===== src/rtl/sbd_pkg.sv =====
// Shared types and constants for the signed multi-limb divider.
`timescale 1ns / 1ps
`default_nettype none

package sbd_pkg;

  // Width of one limb of the operands and results.
  localparam int LIMB_W = 63;

  // Operation codes carried on the last input transaction.
  localparam logic OP_DIVIDE = 1'b0;
  localparam logic OP_MODULO = 1'b1;

  typedef logic [LIMB_W-1:0] sbd_limb_t;

  // One input transaction: a limb pair plus operation and end marker.
  typedef struct packed {
    logic      operation;
    sbd_limb_t dividend_limb;
    sbd_limb_t divisor_limb;
    logic      last_limb;
  } sbd_in_t;

  // One result transaction.
  typedef struct packed {
    sbd_limb_t result_limb;
    logic      result_last;
    logic      divide_by_zero;
  } sbd_out_t;

  // Sequencer states.
  typedef enum logic [2:0] {
    ST_LOAD,
    ST_ALIGN,
    ST_MAG,
    ST_DIV,
    ST_OUT
  } sbd_state_t;

  // Strobes from the sequencer to the datapath.
  typedef struct packed {
    logic load_wr;
    logic rot_store;
    logic capture_op;
    logic mag;
    logic div_step;
    logic pass_end;
    logic out_step;
    logic first_limb;
    logic last_limb;
  } sbd_ctrl_t;

  // Status from the datapath to the sequencer.
  typedef struct packed {
    logic d_zero;
    logic out_ready;
  } sbd_stat_t;

endpackage

`default_nettype wire


===== src/rtl/sbd_ctrl.sv =====
// Sequencer for the divider: load, align, magnitude, division passes and output.
`timescale 1ns / 1ps
`default_nettype none

module sbd_ctrl
  import sbd_pkg::*;
#(
  parameter int LIMBS = 4
) (
  input  logic      clk,
  input  logic      rst_n,
  input  logic      in_valid,
  input  logic      in_last,
  input  sbd_stat_t stat,
  output logic      in_stall,
  output sbd_ctrl_t ctl
);

  localparam int CW = $clog2(LIMBS + 1);
  localparam int K  = LIMB_W * LIMBS;
  localparam int PW = $clog2(K);

  sbd_state_t      state_r, state_nxt;
  logic [CW-1:0]   cnt_r, cnt_nxt, cnt_inc;
  logic [PW-1:0]   pass_r, pass_nxt;
  logic            accept;
  logic            cnt_full;
  logic            cnt_first;
  logic            cnt_last;

  assign cnt_inc   = cnt_r + 1'b1;
  assign cnt_full  = (cnt_r == CW'(LIMBS));
  assign cnt_first = (cnt_r == '0);
  assign cnt_last  = (cnt_r == CW'(LIMBS - 1));
  assign in_stall  = (state_r != ST_LOAD);
  assign accept    = in_valid && (state_r == ST_LOAD);

  // Next state, counters and datapath strobes.
  always_comb begin
    state_nxt = state_r;
    cnt_nxt   = cnt_r;
    pass_nxt  = pass_r;
    ctl       = '0;
    case (state_r)
      ST_LOAD: begin
        if (accept) begin
          // Limbs beyond the store depth are dropped.
          ctl.load_wr   = !cnt_full;
          ctl.rot_store = !cnt_full;
          if (!cnt_full) begin
            cnt_nxt = cnt_inc;
          end
          if (in_last) begin
            ctl.capture_op = 1'b1;
            if (cnt_full || (cnt_inc == CW'(LIMBS))) begin
              state_nxt = ST_MAG;
              cnt_nxt   = '0;
            end else begin
              state_nxt = ST_ALIGN;
            end
          end
        end
      end
      ST_ALIGN: begin
        // Finish a full turn of the store lines after an early last transaction.
        ctl.rot_store = 1'b1;
        cnt_nxt       = cnt_inc;
        if (cnt_inc == CW'(LIMBS)) begin
          state_nxt = ST_MAG;
          cnt_nxt   = '0;
        end
      end
      ST_MAG: begin
        ctl.mag        = 1'b1;
        ctl.rot_store  = 1'b1;
        ctl.first_limb = cnt_first;
        ctl.last_limb  = cnt_last;
        cnt_nxt        = cnt_inc;
        if (cnt_last) begin
          cnt_nxt   = '0;
          pass_nxt  = '0;
          state_nxt = stat.d_zero ? ST_OUT : ST_DIV;
        end
      end
      ST_DIV: begin
        ctl.div_step   = 1'b1;
        ctl.first_limb = cnt_first;
        ctl.last_limb  = cnt_last;
        cnt_nxt        = cnt_inc;
        if (cnt_last) begin
          ctl.pass_end = 1'b1;
          cnt_nxt      = '0;
          pass_nxt     = pass_r + 1'b1;
          if (pass_r == PW'(K - 1)) begin
            state_nxt = ST_OUT;
          end
        end
      end
      ST_OUT: begin
        if (stat.out_ready) begin
          ctl.out_step   = 1'b1;
          ctl.rot_store  = 1'b1;
          ctl.first_limb = cnt_first;
          ctl.last_limb  = cnt_last;
          cnt_nxt        = cnt_inc;
          if (cnt_last) begin
            cnt_nxt   = '0;
            state_nxt = ST_LOAD;
          end
        end
      end
      default: begin
        state_nxt = ST_LOAD;
        cnt_nxt   = '0;
      end
    endcase
  end

  // State and counter registers.
  always_ff @(posedge clk) begin
    if (!rst_n) begin
      state_r <= ST_LOAD;
      cnt_r   <= '0;
      pass_r  <= '0;
    end else begin
      state_r <= state_nxt;
      cnt_r   <= cnt_nxt;
      pass_r  <= pass_nxt;
    end
  end

endmodule

`default_nettype wire


===== src/rtl/sbd_dp.sv =====
// Limb-serial datapath: rotating limb lines, limb-wide adders and an output register.
`timescale 1ns / 1ps
`default_nettype none

module sbd_dp
  import sbd_pkg::*;
#(
  parameter int LIMBS = 4
) (
  input  logic      clk,
  input  logic      rst_n,
  input  sbd_ctrl_t ctl,
  input  sbd_in_t   in_data,
  output sbd_stat_t stat,
  output logic      out_valid,
  input  logic      out_stall,
  output sbd_out_t  out_data
);

  // Rotating limb lines: position 0 is the limb under work.
  sbd_limb_t dst_r [LIMBS];
  sbd_limb_t dst_nxt [LIMBS];
  sbd_limb_t sst_r [LIMBS];
  sbd_limb_t sst_nxt [LIMBS];
  sbd_limb_t aq_r [LIMBS];
  sbd_limb_t aq_nxt [LIMBS];
  sbd_limb_t dm_r [LIMBS];
  sbd_limb_t dm_nxt [LIMBS];
  sbd_limb_t ra_r [LIMBS];
  sbd_limb_t ra_nxt [LIMBS];
  sbd_limb_t rb_r [LIMBS];
  sbd_limb_t rb_nxt [LIMBS];

  logic       sel_r, sel_nxt;
  logic       carry_r, carry_nxt;
  logic       borrow_r, borrow_nxt;
  logic       cya_r, cya_nxt;
  logic       cyd_r, cyd_nxt;
  logic       ocy_r, ocy_nxt;
  logic       op_r, op_nxt;
  logic       dnz_r, dnz_nxt;
  logic       dz_r, dz_nxt;
  logic       snz_r, snz_nxt;
  logic       fnz_r, fnz_nxt;
  logic       rnz_r, rnz_nxt;
  logic [1:0] signs_r, signs_nxt;
  logic       out_valid_r, out_valid_nxt;
  sbd_out_t   out_data_r, out_data_nxt;

  logic              sa, sd;
  logic [LIMB_W:0]   mag_a, mag_d;
  logic              dnz_cur;
  sbd_limb_t         cur, s_lim;
  logic              sin, bin, ge;
  logic [LIMB_W:0]   dif;
  logic              snz_cur, fnz_cur;
  logic              inv, ocin, ozero;
  sbd_limb_t         oa, ob;
  logic [LIMB_W:0]   osum;

  // Magnitude pass: conditional two's complement negation, one limb per cycle.
  assign sa = ctl.first_limb ? dst_r[LIMBS-1][LIMB_W-1] : signs_r[0];
  assign sd = ctl.first_limb ? sst_r[LIMBS-1][LIMB_W-1] : signs_r[1];
  assign mag_a = {1'b0, (sa ? ~dst_r[0] : dst_r[0])}
               + {{LIMB_W{1'b0}}, (ctl.first_limb ? sa : cya_r)};
  assign mag_d = {1'b0, (sd ? ~sst_r[0] : sst_r[0])}
               + {{LIMB_W{1'b0}}, (ctl.first_limb ? sd : cyd_r)};
  assign dnz_cur = (ctl.first_limb ? 1'b0 : dnz_r) | (|mag_d[LIMB_W-1:0]);

  // Division step: shift the partial remainder left one bit and trial subtract.
  assign cur     = sel_r ? rb_r[0] : ra_r[0];
  assign sin     = ctl.first_limb ? aq_r[LIMBS-1][LIMB_W-1] : carry_r;
  assign s_lim   = {cur[LIMB_W-2:0], sin};
  assign bin     = ctl.first_limb ? 1'b0 : borrow_r;
  assign dif     = {1'b0, s_lim} - {1'b0, dm_r[0]} - {{LIMB_W{1'b0}}, bin};
  assign ge      = !dif[LIMB_W];
  assign snz_cur = (ctl.first_limb ? 1'b0 : snz_r) | (|s_lim);
  assign fnz_cur = (ctl.first_limb ? 1'b0 : fnz_r) | (|dif[LIMB_W-1:0]);

  // Result fix-up: sign correction of the quotient or remainder.
  always_comb begin
    if (op_r == OP_DIVIDE) begin
      inv = signs_r[0] ^ signs_r[1];
      oa  = '0;
      ob  = aq_r[0];
    end else begin
      inv = signs_r[0];
      oa  = (signs_r[0] ^ signs_r[1]) ? sst_r[0] : '0;
      ob  = cur;
    end
  end
  assign ocin  = ctl.first_limb ? inv : ocy_r;
  assign osum  = {1'b0, oa} + {1'b0, (inv ? ~ob : ob)} + {{LIMB_W{1'b0}}, ocin};
  assign ozero = dz_r || ((op_r == OP_MODULO) && !rnz_r);

  assign stat.d_zero    = !dnz_cur;
  assign stat.out_ready = !out_valid_r || !out_stall;
  assign out_valid      = out_valid_r;
  assign out_data       = out_data_r;

  // Next values of all lines and flags.
  always_comb begin
    dst_nxt       = dst_r;
    sst_nxt       = sst_r;
    aq_nxt        = aq_r;
    dm_nxt        = dm_r;
    ra_nxt        = ra_r;
    rb_nxt        = rb_r;
    sel_nxt       = sel_r;
    carry_nxt     = carry_r;
    borrow_nxt    = borrow_r;
    cya_nxt       = cya_r;
    cyd_nxt       = cyd_r;
    ocy_nxt       = ocy_r;
    op_nxt        = op_r;
    dnz_nxt       = dnz_r;
    dz_nxt        = dz_r;
    snz_nxt       = snz_r;
    fnz_nxt       = fnz_r;
    rnz_nxt       = rnz_r;
    signs_nxt     = signs_r;
    out_data_nxt  = out_data_r;
    out_valid_nxt = out_valid_r;

    // Operand stores turn one limb per step; a new limb enters at the top.
    if (ctl.rot_store) begin
      for (int i = 0; i < LIMBS - 1; i++) begin
        dst_nxt[i] = dst_r[i+1];
        sst_nxt[i] = sst_r[i+1];
      end
      dst_nxt[LIMBS-1] = ctl.load_wr ? in_data.dividend_limb : dst_r[0];
      sst_nxt[LIMBS-1] = ctl.load_wr ? in_data.divisor_limb : sst_r[0];
    end

    if (ctl.capture_op) begin
      op_nxt = in_data.operation;
    end

    // Build magnitudes and clear the remainder.
    if (ctl.mag) begin
      for (int i = 0; i < LIMBS - 1; i++) begin
        aq_nxt[i] = aq_r[i+1];
        dm_nxt[i] = dm_r[i+1];
        ra_nxt[i] = ra_r[i+1];
      end
      aq_nxt[LIMBS-1] = mag_a[LIMB_W-1:0];
      dm_nxt[LIMBS-1] = mag_d[LIMB_W-1:0];
      ra_nxt[LIMBS-1] = '0;
      cya_nxt = mag_a[LIMB_W];
      cyd_nxt = mag_d[LIMB_W];
      dnz_nxt = dnz_cur;
      sel_nxt = 1'b0;
      if (ctl.first_limb) begin
        signs_nxt = {sd, sa};
      end
      if (ctl.last_limb) begin
        dz_nxt = !dnz_cur;
      end
    end

    // One limb of a quotient bit: shifted value goes to the live remainder
    // line, the difference to the spare one; the final borrow picks the winner.
    if (ctl.div_step) begin
      for (int i = 0; i < LIMBS - 1; i++) begin
        ra_nxt[i] = ra_r[i+1];
        rb_nxt[i] = rb_r[i+1];
        dm_nxt[i] = dm_r[i+1];
      end
      ra_nxt[LIMBS-1] = sel_r ? dif[LIMB_W-1:0] : s_lim;
      rb_nxt[LIMBS-1] = sel_r ? s_lim : dif[LIMB_W-1:0];
      dm_nxt[LIMBS-1] = dm_r[0];
      carry_nxt  = cur[LIMB_W-1];
      borrow_nxt = dif[LIMB_W];
      snz_nxt    = snz_cur;
      fnz_nxt    = fnz_cur;
      if (ctl.pass_end) begin
        sel_nxt   = sel_r ^ ge;
        rnz_nxt   = ge ? fnz_cur : snz_cur;
        aq_nxt[0] = {aq_r[0][LIMB_W-2:0], ge};
        for (int i = 1; i < LIMBS; i++) begin
          aq_nxt[i] = {aq_r[i][LIMB_W-2:0], aq_r[i-1][LIMB_W-1]};
        end
      end
    end

    // Emit one corrected result limb per transaction.
    if (ctl.out_step) begin
      for (int i = 0; i < LIMBS - 1; i++) begin
        aq_nxt[i] = aq_r[i+1];
        ra_nxt[i] = ra_r[i+1];
        rb_nxt[i] = rb_r[i+1];
      end
      aq_nxt[LIMBS-1] = aq_r[0];
      ra_nxt[LIMBS-1] = ra_r[0];
      rb_nxt[LIMBS-1] = rb_r[0];
      ocy_nxt = osum[LIMB_W];
      out_data_nxt.result_limb    = ozero ? '0 : osum[LIMB_W-1:0];
      out_data_nxt.result_last    = ctl.last_limb;
      out_data_nxt.divide_by_zero = dz_r;
    end

    // Output register holds until the transaction is taken.
    if (ctl.out_step) begin
      out_valid_nxt = 1'b1;
    end else if (!out_stall) begin
      out_valid_nxt = 1'b0;
    end
  end

  // Control register.
  always_ff @(posedge clk) begin
    if (!rst_n) begin
      out_valid_r <= 1'b0;
    end else begin
      out_valid_r <= out_valid_nxt;
    end
  end

  // Payload and working registers.
  always_ff @(posedge clk) begin
    dst_r      <= dst_nxt;
    sst_r      <= sst_nxt;
    aq_r       <= aq_nxt;
    dm_r       <= dm_nxt;
    ra_r       <= ra_nxt;
    rb_r       <= rb_nxt;
    sel_r      <= sel_nxt;
    carry_r    <= carry_nxt;
    borrow_r   <= borrow_nxt;
    cya_r      <= cya_nxt;
    cyd_r      <= cyd_nxt;
    ocy_r      <= ocy_nxt;
    op_r       <= op_nxt;
    dnz_r      <= dnz_nxt;
    dz_r       <= dz_nxt;
    snz_r      <= snz_nxt;
    fnz_r      <= fnz_nxt;
    rnz_r      <= rnz_nxt;
    signs_r    <= signs_nxt;
    out_data_r <= out_data_nxt;
  end

endmodule

`default_nettype wire


===== src/rtl/signed_bigint_divider.sv =====
// Top level of the signed multi-limb divider.
// Loading takes one transaction per cycle, LIMBS limb pairs per operand set.
// After the last pair: an align phase after an early last pair, the magnitude phase,
// the division phase (one pass of the single limb subtractor over all limbs per
// quotient bit, none for a zero divisor), then LIMBS result transactions, one per
// unstalled cycle. Reset clears the sequencer and output valid only.
`timescale 1ns / 1ps
`default_nettype none

module signed_bigint_divider
  import sbd_pkg::*;
#(
  parameter int LIMBS = 4
) (
  input  logic     clk,
  input  logic     rst_n,
  input  logic     in_valid,
  output logic     in_stall,
  input  sbd_in_t  in_data,
  output logic     out_valid,
  input  logic     out_stall,
  output sbd_out_t out_data
);

  sbd_ctrl_t ctl;
  sbd_stat_t stat;

  // Sequencer.
  sbd_ctrl #(
    .LIMBS(LIMBS)
  ) u_ctrl (
    .clk      (clk),
    .rst_n    (rst_n),
    .in_valid (in_valid),
    .in_last  (in_data.last_limb),
    .stat     (stat),
    .in_stall (in_stall),
    .ctl      (ctl)
  );

  // Limb-serial datapath.
  sbd_dp #(
    .LIMBS(LIMBS)
  ) u_dp (
    .clk       (clk),
    .rst_n     (rst_n),
    .ctl       (ctl),
    .in_data   (in_data),
    .stat      (stat),
    .out_valid (out_valid),
    .out_stall (out_stall),
    .out_data  (out_data)
  );

endmodule

`default_nettype wire


===== config.mk =====
export PLATFORM = sky130hd
export DESIGN_NAME = signed_bigint_divider
export DESIGN_NICKNAME = d
export VERILOG_FILES = /design/src/rtl/sbd_pkg.sv /design/src/rtl/sbd_ctrl.sv /design/src/rtl/sbd_dp.sv /design/src/rtl/signed_bigint_divider.sv
export SDC_FILE = /design/constraint.sdc
export NUM_CORES = 2
export LEC_CHECK = 0
export BUFFER_PORTS_ARGS = -buffer_cell sky130_fd_sc_hd__buf_2
export CORE_ASPECT_RATIO = 0.7
export CORE_UTILIZATION = 45
export DETAILED_ROUTE_END_ITERATION = 6
export GPL_ROUTABILITY_DRIVEN = 0
export PLACE_DENSITY = 0.72
export SLEW_MARGIN = 20
export SYNTH_ARGS = -nofsm -noshare
export SYNTH_HDL_FRONTEND = slang
export SYNTH_HIERARCHICAL = 1
export SYNTH_SLANG_ARGS = --single-unit

===== constraint.sdc =====
create_clock -name clk -period 80.9 [get_ports clk]
set_clock_uncertainty 0.2 [all_clocks]
set_input_delay 12.135 -clock clk [delete_from_list [all_inputs] [get_ports clk]]
set_output_delay 12.135 -clock clk [all_outputs]
set_load 0.01 [all_outputs]

Word-level counts from Yosys, hierarchy flattened

Index checks and enable logic that the tools add are counted.
Widths: inputs -> output; s select.

Multiplexer cells: 73
Bitwise gates (word level): 8
Add/subtract/negate cells: 8
Reduce and logical (&&, ||, !) cells: 29
Eq/ne operators: 17

Operator list:

| cell                | number |
|---|---|
| $mux 252            | 11 |
| $mux 63             | 11 |
| $not 63->63         | 3 |
| $reduce_or 63->1    | 3 |
| $add 63x1->64       | 2 |
| $add 63x63->64      | 1 |
| $add 64x1->64       | 1 |
| $sub 63x63->64      | 1 |
| $sub 64x1->64       | 1 |
| $mux 3              | 18 |
| $mux 1              | 24 |
| $mux 8              | 2 |
| $pmux 8 s2          | 1 |
| $pmux 3 s5          | 1 |
| $ne 2x1->1 const B  | 7 |
| $pmux 3 s4          | 1 |
| $eq 3x2->1 const B  | 3 |
| $eq 3x3->1 const B  | 3 |
| $add 8x1->8 const B | 1 |
| $eq 8x8->1 const B  | 1 |
| $reduce_and 2->1    | 4 |
| $reduce_and 8->1    | 1 |
| $logic_not 1->1     | 6 |
| $logic_not 3->1     | 2 |
| 14 further kinds    | 26 |

Output and inout port bits: 67
Word-level logic and storage cells: 179
Input bits: 132
Register bits after elaboration: 1606

Depth between registers and ports, before layout

Depth after elaboration: 12
Mapped depth: 37
Gate-level depth less buffers: 25

Modules after synthesis

The synthesis kept the hierarchy.

By module, submodules not included:

| module   | area an instance (sq um) | instances | seq. area each (sq um) | cells an instance |
|---|---|---|---|---|
| sbd_dp   | 72794.8                  | 1         | 45263.4                | 6172 |
| sbd_ctrl | 1107.3                   | 1         | 280.3                  | 142 |

Least setup slack after synthesis

OpenSTA, ideal clock, no wires.

Path type: in2reg
From: input in_valid
To: register u_dp/dst_r[0] in the netlist's numbering (enable)
Slack: 29.342 ns
Data required time: 78.573 ns
Buffers on the path: 0
Arrival: 49.231 ns
Stages on the path: 2
Setup time: 2.127 ns
Cells stage by stage: a21oi_1 -> o32ai_1

RTL lines:

| what                   | RTL line                    | source |
|---|---|---|
| start: declaration     | signed_bigint_divider.sv:17 | `input logic in_valid,` |
| end signal: assignment | sbd_dp.sv:221               | `dst_r <= dst_nxt;` |
| end: declaration       | sbd_dp.sv:21                | `sbd_limb_t dst_r [LIMBS];` |

==> flow_summary.ini <==
[status]
status = finished with violations
violations = DRC

[route]
drt-total-wl_um = 196000
drt_first_iter_violations = 7463
postRouteAntennaNets = 0
wl_per_cell_um = 22.6
remaining_drc_errors = 1
vias = 51900
viasPerCell = 5.99
firstDrtPassIters = 7

[worst_setup_path]
crit_required_ns = 81.39
cp_max_fo = 63
reg2reg_slack_ns = 72.59
crit_type = in2reg
critPathLaunchType = input pin
cp-end-kind = flop
worstPathArrival_ns = 19.52

[pwr]
sw_frac_of_total_pct = 29.6
cellLeakagePower_uw = 0.0290
vdd_drop_max_uv = 20.6
power_frac_clock_pct = 31.2
intPower_uw = 1610
seqPwrFrac_pct = 51.4
power_frac_comb_pct = 17.3
power.switching_uw = 676
power.density_nw_per_um2 = 27.9

[layout]
final_common_cell = edfxtp_1
fill_cells = 14100
instances_no_fill = 8673
layout-drive-gt1-share_pct = 10.9
fin_util_pct = 50.1
final_cell_mix = 1338 x edfxtp_1, 624 x nand2_1, 567 x o21ai_0, 471 x a21oi_1, 386 x nor2_1
final_nets = 6670
syn2layout_area_growth_pct = 10.6

[sta]
hold_viol = 0
period_needed_ns = 19.03
final.setup.tns_ns = 0
rsz0062_at_grt = false
fin_ws_ns = 61.87
slew_viol_final = 0
max-slew-margin-rel_pct = 23.5
finalCritPeriodShare_pct = 23.5
tightest_slew_ns = 1.15
fmax_mhz = 52.5
hold_ws_ns = 0.201
finalSetupViolCount = 0

[floorplan]
start_util_pct = 45.3
core_area_um2 = 163000
die_h_um = 341
ios = 199
dieArea_um2 = 166000
rows = 124
die_w_um = 486

[global_route]
grt-ovfl-total = 0
grt_max_degree = 211
grt_pass1_vias = 47400
grt_pass1_wl_um = 292000
antenna_found_initial = 8
grt_usage_pct = 23.0

[clocking]
cts_resized = 0
htreeDepth = 4
cts_setup_buffers = 0
root_buffer = clkbuf_16
cts.clk_slew.worst_paths_ns = 0.07
holdBufCountCts = 0
clock_path_buffers = 3
cts_sinks = 1606
clk_latency_ns = 0.80
tritoncts = built
cts_inserted_buffers = 157

[yosys]
avgSynthCellArea_um2 = 11.7
synth_ff_type = edfxtp_1
synth_edf_count = 1338
synthTopCellsByArea = edfxtp_1 54%, dfxtp_1 7.3%, o21ai_0 3.8%, ha_1 3.3%, xnor2_1 3.2%
yosysTopAreaCell = edfxtp_1
ys_ff_latch = 1606
synthesis.area_um2 = 73900
ys_async_sr_fraction_pct = 0
yosys_warnings = 6
syn_nets = 6645
synth.top_cell.area_share_pct = 54.4
yosysSeqAreaShare_pct = 61.6
synthCells = 6314
synth_cell_types = 104

[placement]
numPortBuffers = 198
dp_cells = 8385
hpwlAfterDp_um = 138000
place_ws_ns = 61.31

[flow_run]
max-cap-violations = 0

[worst_hold_path]
min_path_type = reg2reg
worst max-delay path, stage by stage:
cell,delay [ns]
buf_2,0.11
nand2_1,0.15
nand2_1,0.16
nor2_4,0.13
buf_4,0.38
a21oi_1,0.13
nor3b_2,0.19
buf_4,0.29
mux2i_4,0.26
buf_4,0.55
buf_4,0.64
and3_1,0.29
o221ai_1,0.28
nor4b_2,0.36
buf_4,0.24
and3b_1,0.48
and3_1,0.37
nor2_1,0.07
a211oi_1,0.23
xor2_1,0.13
or3b_2,0.46
nor4_1,0.32
and3_1,0.51
nor2b_1,0.09
o21ai_0,0.25
o211ai_2,0.11
o311a_1,0.13
cells in the mapped netlist (all sizes together) (8+ instances only):
master,number
a311oi,9
or3,34
mux2,151
a21oi,472
o21bai,24
o22ai,16
a31oi,44
nand2,626
buf,56
o21a,29
a21o,68
nand4,72
and3,112
o31ai,18
nor2,390
a211oi,69
o211ai,17
a41oi,8
nand3b,16
and2,35
nand3,83
nand2b,25
a2111oi,12
o2111ai,12
a22oi,194
nor4,36
and4,11
nor2b,77
o21ai,572
mux2i,84
edfxtp,1338
xnor2,271
a221o,8
a21boi,9
inv,206
nor3,87
xor2,84
clkbuf,334
or4,20
dfxtp,268
ha,195
or2,21
sequential cells by signal, summed over array words and instances (netlist names), 8 cells and up:
name / flops
u_dp/out_data: 65
u_dp/ra_r: 252
u_ctrl/pass_r: 8
u_dp/aq_r: 252
u_dp/sst_r: 252
u_dp/rb_r: 252
u_dp/dm_r: 252
u_dp/dst_r: 252
per-stage QoR:
step                      area, µm²  total power (µW)
final                         81700              2280
after global routing          81700              2380
after CTS                     81700              2280
after detailed placement      76700              1570
after global placement        76700              1550
after floorplan               73900              1470
logic make-up (layout without fill, tap and decap cells):
logic type	count (synthesis)	count (layout)	share of synthesized area, %
AO/OA/AOI/OAI	1655	1655	13.5
XOR/XNOR	355	355	4.21
adder cells (fa/ha/maj)	199	199	3.41
buffers and inverters	597	748	3.11
flip-flops	1606	1606	61.6
multiplexers	235	235	3.46
other	0	3	0
AND/OR/NAND/NOR	1667	1667	10.7
path summary, 6_finish.rpt:
check / start / end / cells after the start
min: u_dp/sst_r[155] / u_dp/sst_r[218] / 0
max reg2reg: u_ctrl/state_r[0] / u_ctrl/state_r[0] / 25
min reg2reg: u_dp/sst_r[155] / u_dp/sst_r[218] / 0
max: out_stall / u_ctrl/state_r[0] / 27
power groups by stage:
| stage | Combinational [µW] | Sequential [µW] | Clock, µW |
|---|---|---|---|
| final | 396 | 1170 | 713 |
| after floorplan | 288 | 1180 | 0 |
| after CTS | 386 | 1170 | 726 |
| after detailed placement | 383 | 1180 | 0 |
| after global routing | 431 | 1190 | 758 |
| after global placement | 373 | 1180 | 0 |
routing by layer:
layer	vias to the layer above	wire length, µm	GRT usage (%)
met5	-	43	0
met4	6	6790	7.82
met3	415	25300	7.35
met2	2955	77400	30.6
met1	25100	86500	34.8
li1	23400	-	-
area by class of cell:
| class | instances | area, µm² | area share, % |
|---|---|---|---|
| Clock inverter | 78 | 763 | 0.934 |
| Clock buffer | 207 | 4220 | 5.16 |
| Multi-Input combinational cell | 4111 | 26200 | 32.0 |
| Timing Repair Buffer | 256 | 1460 | 1.79 |
| Tap cell | 2205 | 2760 | 3.38 |
| Inverter | 207 | 785 | 0.960 |
| Sequential cell | 1606 | 45500 | 55.7 |
| Antenna cell | 3 | 7.51 | 0.00919 |
Note: power is estimated with default switching activity, not from simulation.
